<file path="src/rtl/core/stac_pkg.sv">
`timescale 1ns / 1ps

package stac_pkg;

  localparam int PID_W   = 8;
  localparam int SID_W   = 16;
  localparam int BASE_W  = 10;
  localparam int SIZE_W  = 10;
  localparam int LIMIT_W = 20;
  localparam int STAT_W  = 3;

  localparam int TABLE_DEPTH_DEF = 16;

  localparam logic [LIMIT_W-1:0] LIMIT_RESET = 20'hFFFFF;

  // Command codes
  localparam logic CMD_ALLOC  = 1'b0;
  localparam logic CMD_ACCESS = 1'b1;

  // Register indexes
  localparam logic REG_CAPACITY_LIMIT = 1'b0;

  typedef enum logic [STAT_W-1:0] {
    ST_OK        = 3'd0,
    ST_TAKEN     = 3'd1,
    ST_CAPACITY  = 3'd2,
    ST_NOT_OWNER = 3'd3,
    ST_WRONG_ID  = 3'd4,
    ST_BOUNDS    = 3'd5,
    ST_MISSING   = 3'd6,
    ST_FULL      = 3'd7
  } stac_status_t;

  typedef struct packed {
    logic              cmd;
    logic [PID_W-1:0]  pid;
    logic [SID_W-1:0]  sid;
    logic [BASE_W-1:0] base;
    logic [SIZE_W-1:0] size;
  } stac_req_t;

  typedef struct packed {
    logic         valid;
    logic         done;
    stac_status_t status;
  } stac_ctl_t;

endpackage

</file>
<file path="src/rtl/core/stac_cell.sv">
`timescale 1ns / 1ps

module stac_cell #(
  parameter int SUM_W = 15
) (
  input  logic                          clk,
  input  logic                          rst,
  input  logic                          en,
  input  logic                          in_range,
  input  logic [stac_pkg::LIMIT_W-1:0]  limit,
  input  stac_pkg::stac_req_t           req_in,
  input  stac_pkg::stac_ctl_t           ctl_in,
  input  logic [SUM_W-1:0]              sum_in,
  input  logic                          wr_en,
  input  stac_pkg::stac_req_t           wr_req,
  output stac_pkg::stac_req_t           req_out,
  output stac_pkg::stac_ctl_t           ctl_out,
  output logic [SUM_W-1:0]              sum_out
);
  import stac_pkg::*;

  localparam int CMP_W = (SUM_W > LIMIT_W) ? SUM_W : LIMIT_W;

  logic [PID_W-1:0]  entry_owner;
  logic [SID_W-1:0]  entry_ident;
  logic [BASE_W-1:0] entry_base;
  logic [SIZE_W-1:0] entry_size;

  logic [SUM_W-1:0]  sum_next;
  logic [SUM_W-1:0]  total;
  stac_ctl_t         ctl_next;
  logic              base_hit;

  always_comb begin
    sum_next = sum_in;
    ctl_next = ctl_in;
    base_hit = (entry_base == req_in.base);
    total    = sum_in + SUM_W'(entry_size) + SUM_W'(req_in.size);
    if (ctl_in.valid && in_range && !ctl_in.done) begin
      if (req_in.cmd == CMD_ALLOC) begin
        sum_next = sum_in + SUM_W'(entry_size);
        if (base_hit) begin
          ctl_next.done   = 1'b1;
          ctl_next.status = ST_TAKEN;
        end else if (CMP_W'(total) > CMP_W'(limit)) begin
          ctl_next.done   = 1'b1;
          ctl_next.status = ST_CAPACITY;
        end
      end else if (base_hit) begin
        ctl_next.done = 1'b1;
        priority if (entry_owner != req_in.pid) begin
          ctl_next.status = ST_NOT_OWNER;
        end else if (entry_ident != req_in.sid) begin
          ctl_next.status = ST_WRONG_ID;
        end else if (entry_size < req_in.size) begin
          ctl_next.status = ST_BOUNDS;
        end else begin
          ctl_next.status = ST_OK;
        end
      end
    end
  end

  always_ff @(posedge clk) begin
    if (rst) begin
      ctl_out.valid <= 1'b0;
    end else if (en) begin
      ctl_out.valid <= ctl_next.valid;
    end
    if (en) begin
      ctl_out.done   <= ctl_next.done;
      ctl_out.status <= ctl_next.status;
      req_out        <= req_in;
      sum_out        <= sum_next;
    end
    if (wr_en) begin
      entry_owner <= wr_req.pid;
      entry_ident <= wr_req.sid;
      entry_base  <= wr_req.base;
      entry_size  <= wr_req.size;
    end
  end

endmodule

</file>
<file path="src/rtl/core/segment_table_alloc_access_check.sv">
`timescale 1ns / 1ps
// Segment table with allocate and access checks.
// Input channel (in_valid / in_stall) carries one request item: cmd, process_id,
// segment_id, segment_base, request_size. Output channel (out_valid / out_stall)
// returns one status item per request.
// The table is a row of TABLE_DEPTH cells, one entry each. A request token walks
// the row one cell per cycle unless frozen, carrying the running size sum, then a
// finish step picks the status and appends the entry on a good allocate.
// One request is in the row at a time; a new one is taken only as the last one
// leaves the row through the finish step. A finished status waits in the output
// register while the next request walks. When out_stall holds a status and
// another token reaches the row's end, the whole row freezes until the status
// is taken. capacity_limit is written at APB byte address 0; the user must
// write it only while the block is idle; the block itself does not enforce this.
// Reset (rst, synchronous) empties the table and sets capacity_limit to all ones.
module segment_table_alloc_access_check #(
  parameter int TABLE_DEPTH = stac_pkg::TABLE_DEPTH_DEF
) (
  input  logic                          clk,
  input  logic                          rst,
  input  logic                          psel,
  input  logic                          penable,
  input  logic                          pwrite,
  input  logic [2:0]                    paddr,
  input  logic [31:0]                   pwdata,
  output logic [31:0]                   prdata,
  output logic                          pready,
  input  logic                          in_valid,
  output logic                          in_stall,
  input  logic                          cmd,
  input  logic [stac_pkg::PID_W-1:0]    process_id,
  input  logic [stac_pkg::SID_W-1:0]    segment_id,
  input  logic [stac_pkg::BASE_W-1:0]   segment_base,
  input  logic [stac_pkg::SIZE_W-1:0]   request_size,
  output logic                          out_valid,
  input  logic                          out_stall,
  output logic [stac_pkg::STAT_W-1:0]   status
);
  import stac_pkg::*;

  localparam int SUM_W = $clog2((TABLE_DEPTH + 1) * (1 << SIZE_W));
  localparam int CNT_W = $clog2(TABLE_DEPTH + 1);

  logic [LIMIT_W-1:0] capacity_limit;
  logic [CNT_W-1:0]   entry_count;
  logic               busy;
  logic               adv;
  logic               fin;
  logic               in_acc;
  logic               entry_wr;
  stac_status_t       fin_status;
  stac_status_t       status_reg;
  logic [TABLE_DEPTH:0] tok_vld;

  stac_req_t          req_chain [0:TABLE_DEPTH];
  stac_ctl_t          ctl_chain [0:TABLE_DEPTH];
  logic [SUM_W-1:0]   sum_chain [0:TABLE_DEPTH];
  logic [TABLE_DEPTH-1:0] in_range;
  logic [TABLE_DEPTH-1:0] cell_wr;

  // APB register
  assign pready = 1'b1;
  assign prdata = (paddr[2] == REG_CAPACITY_LIMIT) ? 32'(capacity_limit) : 32'd0;

  always_ff @(posedge clk) begin
    if (rst) begin
      capacity_limit <= LIMIT_RESET;
    end else if (psel && penable && pwrite && pready && paddr[2] == REG_CAPACITY_LIMIT) begin
      capacity_limit <= pwdata[LIMIT_W-1:0];
    end
  end

  // Freeze the row when a finished token meets a held status.
  assign fin      = ctl_chain[TABLE_DEPTH].valid;
  assign adv      = !(fin && out_valid && out_stall);
  assign in_stall = busy && !(fin && adv);
  assign in_acc   = in_valid && !in_stall;

  always_ff @(posedge clk) begin
    if (rst) begin
      busy              <= 1'b0;
      ctl_chain[0].valid <= 1'b0;
    end else begin
      if (in_acc) begin
        busy <= 1'b1;
      end else if (fin && adv) begin
        busy <= 1'b0;
      end
      if (adv) begin
        ctl_chain[0].valid <= in_acc;
      end
    end
    if (adv) begin
      req_chain[0].cmd    <= cmd;
      req_chain[0].pid    <= process_id;
      req_chain[0].sid    <= segment_id;
      req_chain[0].base   <= segment_base;
      req_chain[0].size   <= request_size;
      ctl_chain[0].done   <= 1'b0;
      ctl_chain[0].status <= ST_OK;
      sum_chain[0]        <= '0;
    end
  end

  for (genvar i = 0; i < TABLE_DEPTH; i++) begin : g_cell
    assign in_range[i] = (CNT_W'(i) < entry_count);
    assign cell_wr[i]  = entry_wr && (entry_count == CNT_W'(i));

    stac_cell #(
      .SUM_W (SUM_W)
    ) u_cell (
      .clk      (clk),
      .rst      (rst),
      .en       (adv),
      .in_range (in_range[i]),
      .limit    (capacity_limit),
      .req_in   (req_chain[i]),
      .ctl_in   (ctl_chain[i]),
      .sum_in   (sum_chain[i]),
      .wr_en    (cell_wr[i]),
      .wr_req   (req_chain[TABLE_DEPTH]),
      .req_out  (req_chain[i+1]),
      .ctl_out  (ctl_chain[i+1]),
      .sum_out  (sum_chain[i+1])
    );
  end

  for (genvar j = 0; j <= TABLE_DEPTH; j++) begin : g_vld
    assign tok_vld[j] = ctl_chain[j].valid;
  end

  // Finish step at the end of the row
  always_comb begin
    fin_status = ctl_chain[TABLE_DEPTH].status;
    entry_wr   = 1'b0;
    if (!ctl_chain[TABLE_DEPTH].done) begin
      if (req_chain[TABLE_DEPTH].cmd == CMD_ALLOC) begin
        priority if (entry_count == '0 &&
                     LIMIT_W'(req_chain[TABLE_DEPTH].size) > capacity_limit) begin
          fin_status = ST_CAPACITY;
        end else if (entry_count == CNT_W'(TABLE_DEPTH)) begin
          fin_status = ST_FULL;
        end else begin
          fin_status = ST_OK;
          entry_wr   = fin && adv;
        end
      end else begin
        fin_status = ST_MISSING;
      end
    end
  end

  always_ff @(posedge clk) begin
    if (rst) begin
      entry_count <= '0;
      out_valid   <= 1'b0;
    end else begin
      if (entry_wr) begin
        entry_count <= entry_count + 1'b1;
      end
      if (fin && adv) begin
        out_valid <= 1'b1;
      end else if (!out_stall) begin
        out_valid <= 1'b0;
      end
    end
  end

  always_ff @(posedge clk) begin
    if (fin && adv) begin
      status_reg <= fin_status;
    end
  end

  assign status = status_reg;

`ifndef NO_ASSERTIONS
  a_count_bound: assert property (@(posedge clk) disable iff (rst)
    entry_count <= CNT_W'(TABLE_DEPTH))
    else $error("entry count beyond table depth");

  a_one_token: assert property (@(posedge clk) disable iff (rst)
    $countones(tok_vld) <= 1)
    else $error("more than one request in the row");

  a_idle_empty: assert property (@(posedge clk) disable iff (rst)
    !busy |-> tok_vld == '0)
    else $error("token in the row while idle");

  a_out_from_fin: assert property (@(posedge clk) disable iff (rst)
    $rose(out_valid) |-> $past(fin && adv))
    else $error("status shown without a finished token");
`endif

endmodule

</file>
<file path="config.mk">
export PLATFORM = sky130hd
export DESIGN_NAME = segment_table_alloc_access_check
export DESIGN_NICKNAME = d
export VERILOG_FILES = /design/src/rtl/core/stac_pkg.sv /design/src/rtl/core/stac_cell.sv /design/src/rtl/core/segment_table_alloc_access_check.sv
export SDC_FILE = /design/constraint.sdc
export NUM_CORES = 2
export LEC_CHECK = 0
export BUFFER_PORTS_ARGS = -buffer_cell sky130_fd_sc_hd__buf_4
export CAP_MARGIN = 0
export CELL_PAD_IN_SITES_DETAIL_PLACEMENT = 0
export CELL_PAD_IN_SITES_GLOBAL_PLACEMENT = 1
export CORE_AREA = 3 3 431 433
export DETAILED_ROUTE_END_ITERATION = 6
export DIE_AREA = 0 0 434 436
export PLACE_DENSITY = 0.72
export SLEW_MARGIN = 20
export SYNTH_ARGS = -nofsm -noshare
export SYNTH_HDL_FRONTEND = slang
export SYNTH_SLANG_ARGS = --single-unit
</file>
<file path="constraint.sdc">
create_clock -name clk -period 31 [get_ports clk]
set_input_delay 3.1 -clock clk [delete_from_list [all_inputs] [get_ports clk]]
set_output_delay 3.1 -clock clk [all_outputs]
set_load 0.05 [all_outputs]
</file>
# [After elaboration in Yosys (flattened, before gate mapping)]
# Cells that the tools add are included.
[classes] addsub=32 n_lt_le_gt_ge=49 eq_ne=65 mux=168 n_bitwise=3 n_reduce_logical=78
[ops] op="15-bit by 10-bit adder with 15-bit output" count=27
[ops] op="15-bit 2-to-1 mux" count=26
[ops] op="15-bit by 20-bit greater-than comparator with 1-bit output" count=16
[ops] op="4-bit 2-to-1 mux" count=79
[ops] op="16-bit inequality test" count=16
[ops] op="10-bit == test" count=16
[ops] op="10-bit < comparator" count=16
[ops] op="3-bit 2-to-1 mux" count=52
[ops] op="8-bit inequality test" count=16
[ops] op="1-bit logical AND" count=56
[ops] op="5-bit by 4-bit == test with 1-bit output, second input constant" count=8
[ops] op="4-bit by 5-bit < comparator with 1-bit output, first input constant" count=8
[ops] op="11-bit by 10-bit adder with 12-bit output" count=2
[ops] op="10-bit by 10-bit adder with 11-bit output" count=2
[ops] op="5-bit by 3-bit == test with 1-bit output, second input constant" count=4
[ops] op="10-bit by 20-bit greater-than comparator with 1-bit output" count=1
[ops] op="3-bit by 5-bit < comparator with 1-bit output, first input constant" count=4
[ops] op="10-bit 2-to-1 mux" count=2
[ops] op="20-bit 2-to-1 mux" count=1
[ops] op="1-bit zero test" count=18
[ops] op="5-bit by 2-bit == test with 1-bit output, second input constant" count=2
[ops] op="1-bit by 5-bit < comparator with 1-bit output, first input constant" count=2
[ops] op="2-bit by 5-bit < comparator with 1-bit output, first input constant" count=2
[ops] op="1-bit 2-to-1 mux" count=8
[ops] op="other kinds (8)" count=11
[word_totals] reg_bits=1796 in_bits=87 elab_cells=614

# [Longest topological paths before layout]
[depth] ltp_word=9 depth_mapped=26

# [By module]
# A second synthesis with hierarchy kept.
[unflattened] hier_cells=6985 area_unflattened_um2=93174.4
[modules_own_cells] module="stac_cell (g_cell[11].u_cell ...)" instances=8 cells_each=399 area_per_inst_um2=5515.3
[modules_own_cells] module="stac_cell (g_cell[0].u_cell ...)" instances=5 cells_each=439 area_per_inst_um2=5731.7
[modules_own_cells] module="stac_cell (g_cell[8].u_cell ...)" instances=2 cells_each=432 area_per_inst_um2=5644.2
[modules_own_cells] module="stac_cell (g_cell[7].u_cell)" instances=1 cells_each=427 area_per_inst_um2=5657.9
[modules_own_cells] module="segment_table_alloc_access_check" instances=1 cells_each=307 area_per_inst_um2=3447.1

# [Worst setup path after synthesis]
# OpenSTA, ideal clock, no wires.
[synth_path] path_kind="input-to-reg" start="input out_stall" end="register g_cell[0].u_cell.ctl_out[0] in the netlist's numbering (enable)" setup_time_ns=1.807 arrival_ns=31.594 required_ns=29.193 slack_ns=-2.401 stages=4 cell_sequence="and3_1 -> clkbuf_1 -> clkinv_1 -> buf_1"
[synth_between] elab_chain_len=1
[synth_lines] item="from (decl)" line="segment_table_alloc_access_check.sv:36" text="input logic out_stall,"
[synth_lines] item="1-bit logical AND" line="segment_table_alloc_access_check.sv:75" text="assign adv = !(fin && out_valid && out_stall);"
[synth_lines] item="to (decl)" line="stac_cell.sv:17" text="output stac_pkg::stac_ctl_t ctl_out,"
# No other way between the ends.
# A chain may end at the register's enable or synchronous reset.

# [Worst setup path in the final report]
[layout_path] start="input out_stall" end="output in_stall"
[layout_between] elab_chain_len=5
[layout_lines] item="1-bit logical AND" line="segment_table_alloc_access_check.sv:75"
[layout_lines] item="1-bit zero test" line="segment_table_alloc_access_check.sv:75"
[layout_lines] item="1-bit logical AND" line="segment_table_alloc_access_check.sv:76" text="assign in_stall = busy && !(fin && adv);"
[layout_lines] item="1-bit zero test" line="segment_table_alloc_access_check.sv:76"
[layout_lines] item="1-bit logical AND" line="segment_table_alloc_access_check.sv:76"
[layout_lines] item="to (decl)" line="segment_table_alloc_access_check.sv:29" text="output logic in_stall,"
# No other way between the ends.

==> results.yml <==
pwr:
  p_leak_uw: 0.0384
  cellPowerDensity_nw_per_um2: 52.9
  vdd_drop_max_v: 0.0000461
detailed_routing:
  first_pass_iters: 6
  detail-route-antenna-nets: 0
  post_drt_via_cell_ratio: 5.48
  dr_total_vias: 49900
  wl_per_cell_um: 22.4
  drc: 0
  drt-total-wl_um: 204000
  drt_iter0_drc: 3659
yosys:
  synth_area_per_cell_um2: 13.9
  synthArstFlopShare: 0
  ys.flop_type: "edfxtp_1"
  synth_edf_count: 1746
  yosys_register_bits: 1790
  synth.area.top_cells: "edfxtp_1, ha_1, xnor2_1"
  synthCells: 6249
  ys_types: 83
  syn_area_um2: 87200
  ys_seq_area_frac: 0.612
  synth_top_cell_by_area: "edfxtp_1"
  yosysTopAreaCellShare: 0.601
  ys_warn_count: 0
cells_and_area:
  drive_above_1_share: 0.0955
  largest_register_ffs: 720
  fin_nets: 7400
  final_cells: 9101
  top_regs: "g_cell.u_cell.req_out: 720 flops, g_cell.u_cell.entry_ident: 256 flops, g_cell.u_cell.sum_out: 210 flops"
  area_growth_pct: 11.8
  max_flop_register: "g_cell.u_cell.req_out"
timing:
  final_hold_viol_count: 0
  setup_tns_ns: 0
  finalSetupViolCount: 0
  worst_pin_slew_ns: 1.20
  clock.fmax_ghz: 0.138
  maxSlewHeadroom: 0.192
  drv_slew: 0
  fin_worst_skew_ns: 0.0788
  finalCritPeriodShare: 0.233
  rsz0062_at_grt: "false"
  period_needed_ns: 7.22
global_routing:
  grt_pass1_vias: 50500
  antenna_found_initial: 13
  track_usage: 0.215
  gr-total-overflow: 0
  grt_max_degree: 176
  grt_first_pass_wirelength_um: 306000
setup_path:
  rrSetupSlack_ns: 24.49
  critPathRequiredTime_ns: 27.90
  cp-end-kind: "primary output"
  max_stage_delay_ns: 0.33
  arrival_ns: 4.12
  r2r_start: "g_cell[6].u_cell.sum_out[1]"
  reg2reg_to: "g_cell[7].u_cell.ctl_out[2]"
  rr_worst_depth: 24
  path_class: "in -> out"
  startpoint_type: "input port"
  worstPathCellList: "buf_4 > nand2_1 > nand2_1 > and2_1 > buf_4"
  critPathSlowestCell: "and2_1"
  cp_max_fo: 3
cts:
  cts_resized: 0
  cts_num_sinks: 1790
  clockBufferDepth: 3
  clock-root-buffer: "clkbuf_16"
  cts_buffers: 187
  cts_tree: "yes"
  cts_setup_buffers: 0
  htreeDepth: 4
  clk_pin_slew_ns: 0.06
  clock_latency_ns: 0.84
  holdBufCountCts: 0
place:
  dp.cells: 8753
  portBuffers: 97
  dp_hpwl_um: 150000
  place.gp.congestion: 0.841
status:
  status: "completed"
floorplan:
  die_h_um: 436
  initial_core_util: 0.478
  std_cell_rows: 157
  io_pins: 125
  dieArea_um2: 189000
  core_area_um2: 182000
  dieWidth_um: 434
worst_hold_path:
  hold_end: "g_cell[8].u_cell.ctl_out[4]"
  hold_path_class: "reg -> reg"
  min_path_cells: 2
  hp-start: "g_cell[7].u_cell.ctl_out[4]"
flow_run:
  cap_violations: 0
-- worst max-delay path: cells and delay by family --
kind | cells | cell delay, ns
AND/OR/NAND/NOR | 3 | 0.62
buffers and inverters | 2 | 0.39
-- cell usage in the layout, fill, tap and decap left out, drive strengths merged, types with 14 or more instances in the layout --
master	netlist	final
a211o	21	21
a211oi	40	40
a21boi	16	16
a21o	186	186
a21oi	327	327
a31oi	17	17
and2	25	25
and3	19	19
buf	22	178
clkbuf	50	230
clkinv	1	91
conb	2	15
dfxtp	44	44
edfxtp	1746	1746
fa	40	40
ha	716	716
inv	330	334
mux2	142	142
nand2	214	214
nand2b	86	86
nand3	75	75
nand4	150	150
nor2	261	261
nor2b	104	104
nor3	72	72
nor4	71	71
o211ai	14	14
o21a	73	73
o21ai	226	226
o21bai	34	34
o22ai	17	17
xnor2	615	615
xor2	289	289
-- metal layers --
metal / GRT usage / share of wire / vias to the layer above
met5: 0 / 0 / -
met4: 0.0558 / 0.026 / 0
met3: 0.0291 / 0.045 / 287
met2: 0.365 / 0.49 / 965
met1: 0.291 / 0.44 / 24600
li1: - / - / 24000
-- synthesized netlist by cell type (all sizes together) (104+ instances only) --
cell type / count
edfxtp: 1746
ha: 716
nand4: 150
nor2: 261
o21ai: 226
mux2: 142
a21oi: 327
xnor2: 615
xor2: 289
a21o: 186
nand2: 214
inv: 330
nor2b: 104
-- worst max-delay path by stage --
stage                                       end  slack (ns)  depth (start not counted)       from
floorplan           g_cell[0].u_cell.ctl_out[0]        1.10                          4  out_stall
global placement    g_cell[0].u_cell.sum_out[7]       23.52                          7  out_stall
detailed placement  g_cell[0].u_cell.sum_out[8]       23.43                          7  out_stall
CTS                                    in_stall       23.69                          5  out_stall
global route                           in_stall       23.72                          5  out_stall
finish                                 in_stall       23.78                          5  out_stall
-- kinds of logic after synthesis --
kind of cell             Yosys count  share of synthesized area
adder cells (fa/ha/maj)          757                      0.112
flip-flops                      1790                      0.612
AND/OR/NAND/NOR                 1161                     0.0691
multiplexers                     145                     0.0187
buffers and inverters            403                     0.0180
other                              2                  0.0000862
XOR/XNOR                         904                     0.0908
AO/OA/AOI/OAI                   1087                     0.0797
-- cell type report --
| cell class | instances | area [um2] |
|---|---|---|
| inverters | 331 | 1250 |
| flip-flops and latches | 1790 | 53300 |
| clock inverters | 115 | 1140 |
| diodes | 3 | 7.51 |
| multi-input cells | 4069 | 32500 |
| repair buffers | 178 | 1350 |
| fillers | 15000 | 85100 |
| well taps | 2385 | 2980 |
| clock buffers | 230 | 4890 |
-- through the flow --
stage | cell area (um2) | hold slack [ns] | power (uW) | util | setup WS, ns
floorplan | 87200 | 0.440 | 2940 | - | 1.10
global placement | 91400 | 0.452 | 3030 | 0.501 | 23.52
detailed placement | 91400 | 0.455 | 3040 | 0.501 | 23.43
CTS | 97400 | 0.414 | 5210 | 0.534 | 23.69
global route | 97400 | 0.437 | 5350 | 0.534 | 23.72
finish | 97400 | 0.419 | 5160 | 0.534 | 23.78
-- power breakdown --
part / total, uW / internal (uW) / switching, uW
combinational: 222 / 96.6 / 125
clock: 2170 / 1230 / 944
sequential: 2760 / 2700 / 58.7
Note: power is estimated with default switching activity, not from simulation.
